==> src/hdl/lsmt_pkg.sv <==
`timescale 1ns / 1ps

package lsmt_pkg;

   // Line timing, in dots.
   localparam int unsigned DotsPerCycle = 4;
   localparam int unsigned ScanEnd      = 80;
   localparam int unsigned DrawEnd      = 80 + 289;
   localparam int unsigned LineDots     = 456;
   localparam int unsigned LastVisible  = 143;
   localparam int unsigned LastLine     = 153;

   // Field widths.
   localparam int unsigned CyclesWidth = 4;
   localparam int unsigned DotWidth    = 9;
   localparam int unsigned LineWidth   = 8;
   localparam int unsigned RemWidth    = CyclesWidth + $clog2(DotsPerCycle);
   localparam int unsigned CsrIdxWidth = 2;
   localparam int unsigned CsrDatWidth = 8;

   // Register indexes of the configuration port.
   typedef enum logic [CsrIdxWidth-1:0] {
      CSR_LCD_ENABLE   = 2'd0,
      CSR_COMPARE_LINE = 2'd1,
      CSR_COINC_IRQ_EN = 2'd2,
      CSR_UNUSED       = 2'd3
   } csr_index_type;

   // Display mode codes as reported in the status register.
   typedef enum logic [1:0] {
      PH_HBLANK = 2'd0,
      PH_VBLANK = 2'd1,
      PH_SCAN   = 2'd2,
      PH_DRAW   = 2'd3
   } phase_type;

   // Controller states.
   typedef enum logic [1:0] {
      ST_IDLE,
      ST_COUNT,
      ST_DELIVER
   } ctrl_state_type;

   // Configuration as seen by the datapath.
   typedef struct packed {
      logic                 lcd_enable;
      logic [LineWidth-1:0] compare_line;
      logic                 coinc_irq_enable;
   } cfg_type;

   // Commands from controller to datapath.
   typedef struct packed {
      logic start;
      logic step;
      logic load;
   } dp_cmd_type;

   // Status from datapath to controller.
   typedef struct packed {
      logic rem_zero;
      logic out_free;
   } dp_status_type;

endpackage

==> src/hdl/lsmt_req_if.sv <==
`timescale 1ns / 1ps

interface lsmt_req_if import lsmt_pkg::*; ();
   logic                   valid;
   logic                   ready;
   logic [CyclesWidth-1:0] machine_cycles;

   modport source (output valid, output machine_cycles, input ready);
   modport sink   (input valid, input machine_cycles, output ready);
endinterface

==> src/hdl/lsmt_rsp_if.sv <==
`timescale 1ns / 1ps

interface lsmt_rsp_if import lsmt_pkg::*; ();
   logic                 valid;
   logic                 ready;
   logic [LineWidth-1:0] line;
   logic [1:0]           mode;
   logic                 coincidence;
   logic                 scan_done;
   logic                 render_line;
   logic                 vblank_irq;
   logic                 stat_irq;

   modport source (output valid, output line, output mode, output coincidence,
                   output scan_done, output render_line, output vblank_irq,
                   output stat_irq, input ready);
   modport sink   (input valid, input line, input mode, input coincidence,
                   input scan_done, input render_line, input vblank_irq,
                   input stat_irq, output ready);
endinterface

==> src/hdl/lsmt_csr_if.sv <==
`timescale 1ns / 1ps

interface lsmt_csr_if import lsmt_pkg::*; ();
   logic                   valid;
   logic                   ready;
   logic [CsrIdxWidth-1:0] index;
   logic [CsrDatWidth-1:0] data;

   modport source (output valid, output index, output data, input ready);
   modport sink   (input valid, input index, input data, output ready);
endinterface

==> src/hdl/lcd_scanline_mode_timer_core.sv <==
`timescale 1ns / 1ps

// LCD scanline and mode timer.
// req_chan carries a count of machine cycles; each one advances the dot
// counter by four dots, one dot per clock. rsp_chan returns one result per
// request: current line, mode, coincidence flag and the event pulses
// (end of OAM scan, line render, vblank interrupt, status interrupt) gathered
// over all dots of that request. csr_chan writes the enable, compare line and
// coincidence interrupt enable registers; it is always ready and should be
// used only while no request is in flight.
// A request's dots are stepped in ST_COUNT, once per clock, until the
// remaining count is zero; ST_DELIVER then loads the result into the output
// register. A disabled display or a zero count steps no dot.
// Requests are taken one at a time, so a new request is accepted only after
// the previous result has been loaded; it is accepted while an earlier result
// still waits in the output register.
// Reset restores line 0, OAM scan mode, dot 0 and enabled display.
// When the receiver stalls, the held result stays valid; a finished request
// then waits until the output register frees before the block goes idle.
module lcd_scanline_mode_timer_core import lsmt_pkg::*; (
   input logic       clock,
   input logic       reset,
   lsmt_req_if.sink  req_chan,
   lsmt_rsp_if.source rsp_chan,
   lsmt_csr_if.sink  csr_chan
);

   cfg_type       cfg;
   dp_cmd_type    cmd;
   dp_status_type status;

   // Configuration registers.
   assign csr_chan.ready = 1'b1;

   lsmt_csr u_csr (
      .clock    (clock),
      .reset    (reset),
      .wr_valid (csr_chan.valid),
      .wr_index (csr_chan.index),
      .wr_data  (csr_chan.data),
      .cfg      (cfg)
   );

   // Sequencer.
   lsmt_ctrl u_ctrl (
      .clock     (clock),
      .reset     (reset),
      .req_valid (req_chan.valid),
      .req_ready (req_chan.ready),
      .status    (status),
      .cmd       (cmd)
   );

   // Timer state and result register.
   lsmt_dp u_dp (
      .clock           (clock),
      .reset           (reset),
      .cfg             (cfg),
      .machine_cycles  (req_chan.machine_cycles),
      .cmd             (cmd),
      .status          (status),
      .out_ready       (rsp_chan.ready),
      .out_valid       (rsp_chan.valid),
      .out_line        (rsp_chan.line),
      .out_mode        (rsp_chan.mode),
      .out_coincidence (rsp_chan.coincidence),
      .out_scan_done   (rsp_chan.scan_done),
      .out_render_line (rsp_chan.render_line),
      .out_vblank_irq  (rsp_chan.vblank_irq),
      .out_stat_irq    (rsp_chan.stat_irq)
   );

endmodule

==> src/hdl/lsmt_csr.sv <==
`timescale 1ns / 1ps

module lsmt_csr import lsmt_pkg::*; (
   input  logic                   clock,
   input  logic                   reset,
   input  logic                   wr_valid,
   input  logic [CsrIdxWidth-1:0] wr_index,
   input  logic [CsrDatWidth-1:0] wr_data,
   output cfg_type                cfg
);

   logic                 lcd_enable_ff;
   logic [LineWidth-1:0] compare_line_ff;
   logic                 coinc_irq_en_ff;

   // Register file; writes to an unknown index are dropped.
   always_ff @(posedge clock) begin
      if (reset) begin
         lcd_enable_ff   <= 1'b1;
         compare_line_ff <= '0;
         coinc_irq_en_ff <= 1'b0;
      end else if (wr_valid) begin
         unique case (csr_index_type'(wr_index))
            CSR_LCD_ENABLE:   lcd_enable_ff   <= wr_data[0];
            CSR_COMPARE_LINE: compare_line_ff <= wr_data[LineWidth-1:0];
            CSR_COINC_IRQ_EN: coinc_irq_en_ff <= wr_data[0];
            default: ;
         endcase
      end
   end

   assign cfg.lcd_enable       = lcd_enable_ff;
   assign cfg.compare_line     = compare_line_ff;
   assign cfg.coinc_irq_enable = coinc_irq_en_ff;

endmodule

==> src/hdl/lsmt_ctrl.sv <==
`timescale 1ns / 1ps

module lsmt_ctrl import lsmt_pkg::*; (
   input  logic          clock,
   input  logic          reset,
   input  logic          req_valid,
   output logic          req_ready,
   input  dp_status_type status,
   output dp_cmd_type    cmd
);

   ctrl_state_type state_ff, state_in;

   // State register.
   always_ff @(posedge clock) begin
      if (reset) begin
         state_ff <= ST_IDLE;
      end else begin
         state_ff <= state_in;
      end
   end

   // Next state and commands.
   always_comb begin
      state_in  = state_ff;
      req_ready = 1'b0;
      cmd       = '0;
      unique case (state_ff)
         ST_IDLE: begin
            req_ready = 1'b1;
            if (req_valid) begin
               cmd.start = 1'b1;
               state_in  = ST_COUNT;
            end
         end
         ST_COUNT: begin
            if (status.rem_zero) begin
               state_in = ST_DELIVER;
            end else begin
               cmd.step = 1'b1;
            end
         end
         ST_DELIVER: begin
            if (status.out_free) begin
               cmd.load = 1'b1;
               state_in = ST_IDLE;
            end
         end
         default: state_in = ST_IDLE;
      endcase
   end

endmodule

==> src/hdl/lsmt_dp.sv <==
`timescale 1ns / 1ps

module lsmt_dp import lsmt_pkg::*; (
   input  logic                   clock,
   input  logic                   reset,
   input  cfg_type                cfg,
   input  logic [CyclesWidth-1:0] machine_cycles,
   input  dp_cmd_type             cmd,
   output dp_status_type          status,
   input  logic                   out_ready,
   output logic                   out_valid,
   output logic [LineWidth-1:0]   out_line,
   output logic [1:0]             out_mode,
   output logic                   out_coincidence,
   output logic                   out_scan_done,
   output logic                   out_render_line,
   output logic                   out_vblank_irq,
   output logic                   out_stat_irq
);

   localparam logic [DotWidth-1:0]  ScanEndC     = DotWidth'(ScanEnd);
   localparam logic [DotWidth-1:0]  DrawEndC     = DotWidth'(DrawEnd);
   localparam logic [DotWidth-1:0]  LineDotsC    = DotWidth'(LineDots);
   localparam logic [LineWidth-1:0] LastVisibleC = LineWidth'(LastVisible);
   localparam logic [LineWidth-1:0] LastLineC    = LineWidth'(LastLine);
   localparam int unsigned          ShiftBits    = RemWidth - CyclesWidth;

   // Timer state.
   logic [DotWidth-1:0]  dot_ff, dot_in;
   logic [LineWidth-1:0] line_ff, line_in;
   phase_type            phase_ff, phase_in;
   logic                 irq_prev_ff, irq_prev_in;

   // Per-item counters and event flags.
   logic [RemWidth-1:0]  rem_ff;
   logic                 scan_ff, render_ff, vblank_ff, stat_ff;
   logic                 ev_scan, ev_render, ev_vblank, ev_stat;

   // Output register.
   logic                 out_valid_ff;
   logic [LineWidth-1:0] out_line_ff;
   logic [1:0]           out_mode_ff;
   logic                 out_coinc_ff, out_scan_ff, out_render_ff;
   logic                 out_vblank_ff, out_stat_ff;

   logic [DotWidth-1:0]  dot_inc;
   logic                 level;

   // One dot of the line timer.
   always_comb begin
      dot_inc   = dot_ff + 1'b1;
      dot_in    = dot_inc;
      line_in   = line_ff;
      phase_in  = phase_ff;
      ev_scan   = 1'b0;
      ev_render = 1'b0;
      ev_vblank = 1'b0;
      unique case (phase_ff)
         PH_SCAN: begin
            if (dot_inc >= ScanEndC) begin
               phase_in = PH_DRAW;
               ev_scan  = 1'b1;
            end
         end
         PH_DRAW: begin
            if (dot_inc >= DrawEndC) begin
               phase_in  = PH_HBLANK;
               ev_render = 1'b1;
            end
         end
         PH_HBLANK: begin
            if (dot_inc >= LineDotsC) begin
               dot_in  = '0;
               line_in = line_ff + 1'b1;
               if (line_ff >= LastVisibleC) begin
                  phase_in  = PH_VBLANK;
                  ev_vblank = 1'b1;
               end else begin
                  phase_in = PH_SCAN;
               end
            end
         end
         PH_VBLANK: begin
            if (dot_inc >= LineDotsC) begin
               dot_in = '0;
               if (line_ff >= LastLineC) begin
                  line_in  = '0;
                  phase_in = PH_SCAN;
               end else begin
                  line_in = line_ff + 1'b1;
               end
            end
         end
         default: ;
      endcase
      // Status line and its rising edge.
      level       = cfg.coinc_irq_enable && (line_in == cfg.compare_line);
      ev_stat     = level && !irq_prev_ff;
      irq_prev_in = level;
   end

   // Timer state advances one dot per step command.
   always_ff @(posedge clock) begin
      if (reset) begin
         dot_ff      <= '0;
         line_ff     <= '0;
         phase_ff    <= PH_SCAN;
         irq_prev_ff <= 1'b0;
      end else if (cmd.step) begin
         dot_ff      <= dot_in;
         line_ff     <= line_in;
         phase_ff    <= phase_in;
         irq_prev_ff <= irq_prev_in;
      end
   end

   // Dots left in the current item and the events gathered so far.
   always_ff @(posedge clock) begin
      if (reset) begin
         rem_ff    <= '0;
         scan_ff   <= 1'b0;
         render_ff <= 1'b0;
         vblank_ff <= 1'b0;
         stat_ff   <= 1'b0;
      end else if (cmd.start) begin
         rem_ff    <= cfg.lcd_enable ? {machine_cycles, ShiftBits'(0)} : '0;
         scan_ff   <= 1'b0;
         render_ff <= 1'b0;
         vblank_ff <= 1'b0;
         stat_ff   <= 1'b0;
      end else if (cmd.step) begin
         rem_ff    <= rem_ff - 1'b1;
         scan_ff   <= scan_ff   | ev_scan;
         render_ff <= render_ff | ev_render;
         vblank_ff <= vblank_ff | ev_vblank;
         stat_ff   <= stat_ff   | ev_stat;
      end
   end

   // Result register; a new result may be loaded as the old one transfers.
   always_ff @(posedge clock) begin
      if (reset) begin
         out_valid_ff <= 1'b0;
      end else if (cmd.load) begin
         out_valid_ff <= 1'b1;
      end else if (out_ready) begin
         out_valid_ff <= 1'b0;
      end
   end

   always_ff @(posedge clock) begin
      if (cmd.load) begin
         out_line_ff   <= line_ff;
         out_mode_ff   <= phase_ff;
         out_coinc_ff  <= (line_ff == cfg.compare_line);
         out_scan_ff   <= scan_ff;
         out_render_ff <= render_ff;
         out_vblank_ff <= vblank_ff;
         out_stat_ff   <= stat_ff;
      end
   end

   assign status.rem_zero = (rem_ff == '0);
   assign status.out_free = !out_valid_ff || out_ready;

   assign out_valid       = out_valid_ff;
   assign out_line        = out_line_ff;
   assign out_mode        = out_mode_ff;
   assign out_coincidence = out_coinc_ff;
   assign out_scan_done   = out_scan_ff;
   assign out_render_line = out_render_ff;
   assign out_vblank_irq  = out_vblank_ff;
   assign out_stat_irq    = out_stat_ff;

endmodule
==> src/flat_wrapper.sv <==
// flat-port wrapper written by rule: the top's interface ports become plain ports
module lcd_scanline_mode_timer_core_flat import lsmt_pkg::*;
  (clock, reset, req_chan_valid, req_chan_machine_cycles, req_chan_ready, rsp_chan_valid, rsp_chan_line, rsp_chan_mode, rsp_chan_coincidence, rsp_chan_scan_done, rsp_chan_render_line, rsp_chan_vblank_irq, rsp_chan_stat_irq, rsp_chan_ready, csr_chan_valid, csr_chan_index, csr_chan_data, csr_chan_ready);
  lsmt_req_if req_chan_i ();
  lsmt_rsp_if rsp_chan_i ();
  lsmt_csr_if csr_chan_i ();
  input logic clock;
  input logic reset;
  input wire logic [$bits(req_chan_i.valid)-1:0] req_chan_valid;
  input wire logic [$bits(req_chan_i.machine_cycles)-1:0] req_chan_machine_cycles;
  output wire logic [$bits(req_chan_i.ready)-1:0] req_chan_ready;
  output wire logic [$bits(rsp_chan_i.valid)-1:0] rsp_chan_valid;
  output wire logic [$bits(rsp_chan_i.line)-1:0] rsp_chan_line;
  output wire logic [$bits(rsp_chan_i.mode)-1:0] rsp_chan_mode;
  output wire logic [$bits(rsp_chan_i.coincidence)-1:0] rsp_chan_coincidence;
  output wire logic [$bits(rsp_chan_i.scan_done)-1:0] rsp_chan_scan_done;
  output wire logic [$bits(rsp_chan_i.render_line)-1:0] rsp_chan_render_line;
  output wire logic [$bits(rsp_chan_i.vblank_irq)-1:0] rsp_chan_vblank_irq;
  output wire logic [$bits(rsp_chan_i.stat_irq)-1:0] rsp_chan_stat_irq;
  input wire logic [$bits(rsp_chan_i.ready)-1:0] rsp_chan_ready;
  input wire logic [$bits(csr_chan_i.valid)-1:0] csr_chan_valid;
  input wire logic [$bits(csr_chan_i.index)-1:0] csr_chan_index;
  input wire logic [$bits(csr_chan_i.data)-1:0] csr_chan_data;
  output wire logic [$bits(csr_chan_i.ready)-1:0] csr_chan_ready;
  assign req_chan_i.valid = req_chan_valid;
  assign req_chan_i.machine_cycles = req_chan_machine_cycles;
  assign req_chan_ready = req_chan_i.ready;
  assign rsp_chan_valid = rsp_chan_i.valid;
  assign rsp_chan_line = rsp_chan_i.line;
  assign rsp_chan_mode = rsp_chan_i.mode;
  assign rsp_chan_coincidence = rsp_chan_i.coincidence;
  assign rsp_chan_scan_done = rsp_chan_i.scan_done;
  assign rsp_chan_render_line = rsp_chan_i.render_line;
  assign rsp_chan_vblank_irq = rsp_chan_i.vblank_irq;
  assign rsp_chan_stat_irq = rsp_chan_i.stat_irq;
  assign rsp_chan_i.ready = rsp_chan_ready;
  assign csr_chan_i.valid = csr_chan_valid;
  assign csr_chan_i.index = csr_chan_index;
  assign csr_chan_i.data = csr_chan_data;
  assign csr_chan_ready = csr_chan_i.ready;
  lcd_scanline_mode_timer_core u_core (.clock(clock), .reset(reset), .req_chan(req_chan_i), .rsp_chan(rsp_chan_i), .csr_chan(csr_chan_i));
endmodule
==> config.mk <==
export PLATFORM = sky130hd
export DESIGN_NAME = lcd_scanline_mode_timer_core_flat
export DESIGN_NICKNAME = d
export VERILOG_FILES = /design/src/hdl/lsmt_pkg.sv /design/src/hdl/lsmt_req_if.sv /design/src/hdl/lsmt_rsp_if.sv /design/src/hdl/lsmt_csr_if.sv /design/src/hdl/lcd_scanline_mode_timer_core.sv /design/src/hdl/lsmt_csr.sv /design/src/hdl/lsmt_ctrl.sv /design/src/hdl/lsmt_dp.sv /design/src/flat_wrapper.sv
export SDC_FILE = /design/constraint.sdc
export NUM_CORES = 1
export LEC_CHECK = 0
export BUFFER_PORTS_ARGS = -buffer_cell sky130_fd_sc_hd__buf_2
export CORE_AREA = 4 4 66 114
export CTS_CLUSTER_DIAMETER = 120
export CTS_CLUSTER_SIZE = 10
export DETAILED_ROUTE_END_ITERATION = 7
export DIE_AREA = 0 0 70 118
export PLACE_DENSITY = 0.75
export SLEW_MARGIN = 20
export SYNTH_ARGS = -nofsm -noshare
export SYNTH_HDL_FRONTEND = slang
export SYNTH_SLANG_ARGS = --single-unit
==> constraint.sdc <==
create_clock -name clock -period 2.45 [get_ports clock]
set_input_delay 0.6125 -clock clock [delete_from_list [all_inputs] [get_ports clock]]
set_output_delay 0.6125 -clock clock [all_outputs]
set_load 0.02 [all_outputs]
==> impl_results.md, run 1 <==
* Status: finished, violations left
* Failing checks: negative setup slack
* Static leakage at roughly 1.7 nW
* Pwr/cell area at 599 nW/um^2
* Sw Pwr at between 0.0007 and 0.0008 W
* Final worst path period need at 2.47 ns
* Reg clk slew, reported paths at 0.05 ns
* Worst slew pin tran at 0.622 ns
* Core Util, Final at 0.679
* Final Max Slew Viols at 0
* Synth Net Count at about 430
* Post-route ant nets at 0
* Diode count at 0
* Critical Path Max Stage Delay at 0.42 ns
* R2R depth at 11
* TritonCTS Buffers at 9
* Die width at around 70 um
* CTS max path bufs at 2
* Gate power share at 0.145
* Synth-to-Final Area Change at 29.3%
* Post-synth cell types at 67
* Cell taking the most area after synthesis: dfxtp_1
* Pre-CTS setup slack at -0.0931 ns
* Vias in the first global route at 3418
* Crit-path slowest cell: or4_4
* Initial DRC Count at 253
* Rel. slew slack at 0.580
* Endpoints failing hold at 0
* Antenna violations before repair at 0
* Syn_area_per_cell at 8.46 um^2
* Peak VDD IR at 0.602 mV
* R2R Path Start: u_core.u_dp.line_ff[0]$_SDFFE_PP0P_
* Remaining DRCs at 0
* Crit path max-delay family: compound AO/OA/AOI/OAI gates
* RSZ-0062 raised after global routing: yes
* Routed WL at 10.2 mm
* Clk root buf: clkbuf_16
* Fin crit share at 1.01
* Storage element area at approximately 1300 um^2
* Setup-failing EPs final at 2
* Most common cell in the netlist: nor2_1
* Clock Sinks at 58
* Critical path, cell by cell: inv_1 > ha_1 > nor3b_4 > buf_4 > o21ai_2 > nor2_1 > or4_4 > a221o_1 > a22oi_2 > nand4b_1 > a21oi_1
* Critical path endpoint category: flip-flop
* Aggregate global routing overflow at 0
* Post-CTS Hold Fix Bufs at 0
* Vias at 3486
* WP buf/inv at 2
* Fin nets at 506
* Yosys warns at 0
* Crit Reg-Reg Endpoint: u_core.u_dp.irq_prev_ff$_SDFFE_PP0P_
* Crit Path Category: reg2reg
* Cell-internal power at 0.00196 W
* WP data required at 2.71 ns
* Max_cap viols at 0
* Cell count after synthesis at 406
* I/O Buffers at 35
* CTS tree: built
* Worst setup margin at -0.0153 ns
* Core area at 6540 um^2
* Hold_sp: u_core.u_dp.vblank_ff$_SDFFE_PP0P_
* Die ar. at slightly above 8000 um^2
* Largest net degree at the start of global routing at 44
* Number of synthesized flops with an enable pin at 15
* Vias per inst at 6.15
* Synth Flop Type: dfxtp_1
* Rows at 39
* Die height at 118 um
* Top Ports at 37
* DR pass1 iterations at 5
* Number of synthesized register bits at 58
* R2r setup slk at -0.02 ns
* Ranking of synthesized cells by area: dfxtp_1 (25%), edfxtp_1 (13%), nor2_1 (6.3%)
* Flop pwr share at 0.401
* Hpwl dp at about 7.4 mm
* Hold Crit Endpoint: u_core.u_dp.out_vblank_irq$_DFFE_PP_
* Sequential area share after synthesis at 0.382
* Multi-input logic area at about 2100 um^2
* Clock share of power at 0.454
* Post-Syn Area at 3440 um^2
* First-pass GRT wire length at 16.0 mm
* H-tree Lvls at 3
* Clock Latency Late Sink at about 0.33 ns
* Top post-synthesis cells by count: nor2_1 (58), dfxtp_1 (43), a21oi_1 (30), nand2_1 (21), clkbuf_1 (19)
* Startpoint types: flip-flop
* # fillers at 544
* Worst Path Arrival at about 2.7 ns
* Crit Path Max Fanout at 5
* Max Clock Freq at 406 MHz
* Post-synth top area share at 0.251
* Share of synthesized flip-flops with an asynchronous set or reset at 0
* Worst hold path type: reg2reg
* Clock Skew at 0.00497 ns
* Sw frac at 0.264
* DR WL/cell at about 18 um
* Hold path depth at 0
* Initial Utilization at 0.525
* Layout cells sized above 1 at 0.318
* Total track usage at 0.244
* GP Congestion at 1.06
==> per-layer routing <==
metal | GRT usage | up-vias | wire, um
met5 | 0 | - | 0
met4 | 0.211 | 0 | 974
met3 | 0.0462 | 75 | 571
met2 | 0.432 | 178 | 5260
met1 | 0.233 | 1597 | 3410
li1 | - | 1636 | -
==> cell usage in the layout (no fill, tap or decap), types with 3 or more instances in the layout <==
master     count
buf_4         59
nor2_1        55
buf_2         35
dfxtp_1       33
a21oi_1       30
nand2_1       21
nor3_1        15
edfxtp_1      15
o21ai_0       13
inv_1         12
a31oi_1       11
mux2i_1       11
xnor2_1       10
nor2b_1        9
clkbuf_16      9
dfxtp_2        8
nand2b_1       7
nand3_1        6
or3_1          6
nand4_1        5
a32oi_1        5
and2_1         4
and3_1         4
ha_1           4
xor2_1         3
and3_4         3
o21ai_1        3
nor4_1         3
nor2_2         3
a22oi_1        3
nor3b_1        3
nand3b_1       3
clkinv_2       3
==> power by group through the flow <==
stage | combinational [W] | clock (W) | sequential [W]
after detailed placement | 0.000375 | 0 | 0.00109
after global placement | 0.000367 | 0 | 0.00108
after global routing | 0.000427 | 0.00126 | 0.00107
after floorplan | 0.000244 | 0 | 0.00110
final | 0.000385 | 0.00121 | 0.00107
after CTS | 0.000379 | 0.00121 | 0.00107
==> timing repair <==
item | in CTS | in global routing
pin swaps | 8 | 8
gates cloned | 0 | 0
setup endpoints to repair | 7 | 8
gates resized for setup | 18 | 20
setup buffers | 2 | 4
==> sequential cells by signal (all words and copies together) (netlist names), 2 cells and up <==
| signal | count |
|---|---|
| u_core.u_dp.rem_ff | 6 |
| u_core.u_dp.dot_ff | 9 |
| u_core.u_dp.out_mode | 2 |
| u_core.u_ctrl.state_ff | 2 |
| u_core.u_dp.line_ff | 8 |
| u_core.u_dp.out_line | 8 |
| u_core.u_csr.compare_line_ff | 8 |
| u_core.u_dp.phase_ff | 2 |
==> stage by stage <==
stage	std cells	hold WS (ns)	setup TNS (ns)	power, W	instance area (um^2)
final	567	0.431	-0.0275	0.00266	4440
after floorplan	406	0.403	0	0.00134	3460
after detailed placement	545	0.422	-0.321	0.00146	3990
after CTS	563	0.435	0	0.00266	4350
after global placement	545	0.417	-0.0857	0.00145	3990
after global routing	567	0.447	-0.254	0.00276	4440
==> worst max path at each step <==
stage	from	endpoint	slack, ns	depth (start not counted)
3_3_place_gp	u_core.u_dp.dot_ff[1]$_SDFFE_PP0P_	u_core.u_dp.line_ff[2]$_SDFFE_PP0P_	-0.04	9
2_1_floorplan	u_core.u_dp.dot_ff[1]$_SDFFE_PP0P_	u_core.u_dp.stat_ff$_SDFFE_PP0P_	0.005	10
3_5_place_dp	u_core.u_dp.dot_ff[1]$_SDFFE_PP0P_	u_core.u_dp.line_ff[2]$_SDFFE_PP0P_	-0.09	9
5_1_grt	u_core.u_dp.line_ff[0]$_SDFFE_PP0P_	u_core.u_dp.irq_prev_ff$_SDFFE_PP0P_	-0.11	11
6_report	u_core.u_dp.line_ff[0]$_SDFFE_PP0P_	u_core.u_dp.irq_prev_ff$_SDFFE_PP0P_	-0.02	11
4_1_cts	u_core.u_dp.line_ff[1]$_SDFFE_PP0P_	u_core.u_dp.irq_prev_ff$_SDFFE_PP0P_	0.02	9
==> logic make-up (layout without fill, tap and decap cells) <==
kind of cell | count (synthesis) | count (layout) | share of synthesized area
simple gates | 164 | 164 | 0.245
fa+ha+maj | 7 | 7 | 0.0255
compound gates | 106 | 106 | 0.218
other cells | 1 | 1 | 0.00109
flops | 58 | 58 | 0.382
xor+xnor | 13 | 13 | 0.0331
mux | 13 | 13 | 0.0386
buf+inv | 44 | 123 | 0.0568
==> layout make-up <==
type | instances | share of cell area
Tap cell | 82 | 0.0231
Clock inverter | 6 | 0.0130
Multi-Input combinational cell | 304 | 0.463
Inverter | 13 | 0.0110
Sequential cell | 58 | 0.299
Clock buffer | 10 | 0.0515
Timing Repair Buffer | 94 | 0.139
Power figures use the tool's default switching activity.
==> run 2: changes to the inputs <==
CORE_AREA = 4 4 64 110   (was 4 4 66 114)
DIE_AREA = 0 0 68 114   (was 0 0 70 118)
PLACE_DENSITY = 0.76   (was 0.75)
clock period = 2.6 ns   (was 2.45 ns; I/O delays follow)
==> run 2 against run 1 <==
Compared with the run above: the flow now finishes without violations; total power decreased by 14%; critical path type unchanged; flip-flop and latch count unchanged; sequential power fell by 7%; critical endpoint is now u_core.u_dp.stat_ff$_SDFFE_PP0P_; largest cell class unchanged.
==> impl_results.md, run 2 (synthesized netlist as in run 1, its figures left out) <==
* Antenna violations before repair at 0 (unchanged)
* Met3 wire len at 489 um (-14%)
* Vias per inst at 6.20 (+0.88%)
* Total track usage at 0.272 (+0.0282)
* Endpoints failing hold at 0 (unchanged)
* Final Max Slew Viols at 0 (unchanged)
* Initial Utilization at 0.556 (+0.0304)
* Max Clock Freq at 395 MHz (-2.6%)
* Post-route ant nets at 0 (unchanged)
* Synth-to-Final Area Change at 22.7%
* DR pass1 iterations at 4 (-1)
* Status: complete, no violations
* Storage element area at 1330 um^2 (+0.19%)
* Worst Path Arrival at 2.80 ns (+0.07 ns)
* Crit Path Max Fanout at 7 (+2)
* Clock Latency Late Sink at 0.36 ns (+0.03 ns)
* Fin crit share at 0.973 (-0.0329)
* Fin nets at 489 (-3.4%)
* Multi-input logic area at 2030 um^2 (-1.5%)
* # fillers at 520 (-4.4%)
* M1 wire length at 3.43 mm (+0.59%)
* Post-Place Cell Area at 3850 um^2 (-3.5%)
* Pwr Total at 0.00228 W (-14%)
* Final worst path period need at 2.53 ns (+0.0653 ns)
* Reg clk slew, reported paths at 0.06 ns (about the same)
* Critical path endpoint category: flip-flop
* Die height at 114 um (-3.4%)
* TritonCTS Buffers at 9 (unchanged)
* Aggregate global routing overflow at 0 (unchanged)
* Startpoint types: flip-flop
* Most frequent cells in the layout: nor2_1 (56), buf_4 (42), buf_2 (35), dfxtp_1 (31), a21oi_1 (29)
* GP Congestion at 1.00 (-5.6%)
* Top reg by flops: u_core.u_dp.dot_ff
* Remaining DRCs at 0 (unchanged)
* Peak VDD IR at 0.603 mV (+0.23%)
* WP data required at 2.87 ns (+0.16 ns)
* Final Instance Area at 4220 um^2 (-5.1%)
* Top Ports at 37 (unchanged)
* Worst slew pin tran at 0.839 ns (+0.217 ns)
* Layout cells sized above 1 at 0.288 (-0.0291)
* Rows at 38 (-2.6%)
* Setup-failing EPs final at 0 (-2)
* Max_cap viols at 0 (unchanged)
* Initial DRC Count at 211 (-17%)
* Hpwl dp at 7.23 mm (-1.8%)
* Clock Sinks at 58 (unchanged)
* I/O Buffers at 35 (unchanged)
* Vias at 3399 (-2.5%)
* DR WL/cell at 18.2 um (+0.97%)
* Crit Path Category: reg2reg
* DR top layer: met4
* CTS max path bufs at 2 (unchanged)
* Die width at 68 um (-2.9%)
* Routed length on met2 at 5.14 mm (-2.4%)
* Core area at 6180 um^2 (-5.5%)
* Diode count at 0 (unchanged)
* Setup_tns at 0 ns (+0.0275 ns)
* Vias in the first global route at 3323 (-2.8%)
* Rel. slew slack at 0.440 (-0.139)
* H-tree Lvls at 3 (unchanged)
* R2r setup slk at 0.07 ns (+0.08 ns)
* Leading cell type in the layout, fill and taps excluded: nor2_1
* CTS tree: built
* Largest net degree at the start of global routing at 44 (unchanged)
* Worst hold path type: reg2reg
* Die ar. at 7750 um^2 (-6.2%)
* Clock Skew at 0.00904 ns (+0.00407 ns)
* Pwr/cell area at 542 nW/um^2 (-9.6%)
* Clk root buf: clkbuf_8
* Largest register FFs at 9 (unchanged)
* Static leakage at 1.62 nW (-5.4%)
* First-pass GRT wire length at 15.5 mm (-3.0%)
* Routed WL at 9.98 mm (-2.4%)
run 2: cell types whose count changed in the layout (fill, tap and decap cells not counted), sizes merged:
cell	change
clkbuf	+1
buf	-17
clkinvlp	+1
clkinv	-3
bufinv	+1
run 2: area by class of cell:
cell class / count / area share
well taps: 80 / 0.0237
multi-input cells: 304 / 0.481
flip-flops and latches: 58 / 0.316
repair buffers: 77 / 0.116
inverters: 13 / 0.0116
clock buffers: 11 / 0.0335
clock inverters: 5 / 0.0184
run 2: worst paths after layout:
kind	depth (start not counted)	from	endpoint
hold / removal	0	u_core.u_dp.vblank_ff$_SDFFE_PP0P_	u_core.u_dp.out_vblank_irq$_DFFE_PP_
setup reg to reg	9	u_core.u_dp.dot_ff[1]$_SDFFE_PP0P_	u_core.u_dp.stat_ff$_SDFFE_PP0P_
setup / recovery	9	u_core.u_dp.dot_ff[1]$_SDFFE_PP0P_	u_core.u_dp.stat_ff$_SDFFE_PP0P_
hold reg to reg	0	u_core.u_dp.vblank_ff$_SDFFE_PP0P_	u_core.u_dp.out_vblank_irq$_DFFE_PP_
run 2: where the power goes:
group / internal [W] / switching [W] / leakage (nW) / total, W
Combinational: 0.000132 / 0.000220 / 1.02 / 0.000352
Clock: 0.000562 / 0.000367 / 0.109 / 0.000929
Sequential: 0.000970 / 0.0000333 / 0.492 / 0.00100
Total: 0.00166 / 0.000620 / 1.62 / 0.00228
run 2: what timing repair did:
item                       in CTS  in global routing
gates resized for setup         4                 33
pin swaps                       1                 15
hold buffers                    0                  0
setup buffers                   0                  6
setup endpoints to repair       1                  9
run 2: worst max-delay path: stages (launching register included):
cell      delay, ns
dfxtp_2        0.33
ha_4           0.18
and3_1         0.20
o21ai_2        0.18
o211ai_2       0.16
or4_4          0.52
a221o_1        0.35
a22oi_2        0.21
a41oi_2        0.14
nor3_2         0.18
run 2: routing by layer:
layer | track usage | vias to the layer above
li1 | - | 1601
met1 | 0.265 | 1585
met2 | 0.450 | 145
met3 | 0.0463 | 68
met4 | 0.275 | 0
met5 | 0 | -
run 2: stage by stage:
step / std cells / utilization / setup WS (ns) / hold WS [ns]
after floorplan: 406 / - / 0.0332 / 0.403
after global placement: 526 / 0.622 / 0.0596 / 0.416
after detailed placement: 526 / 0.622 / -0.0290 / 0.421
after CTS: 542 / 0.660 / 0.0142 / 0.438
after global routing: 548 / 0.682 / -0.0181 / 0.448
final: 548 / 0.682 / 0.0694 / 0.434
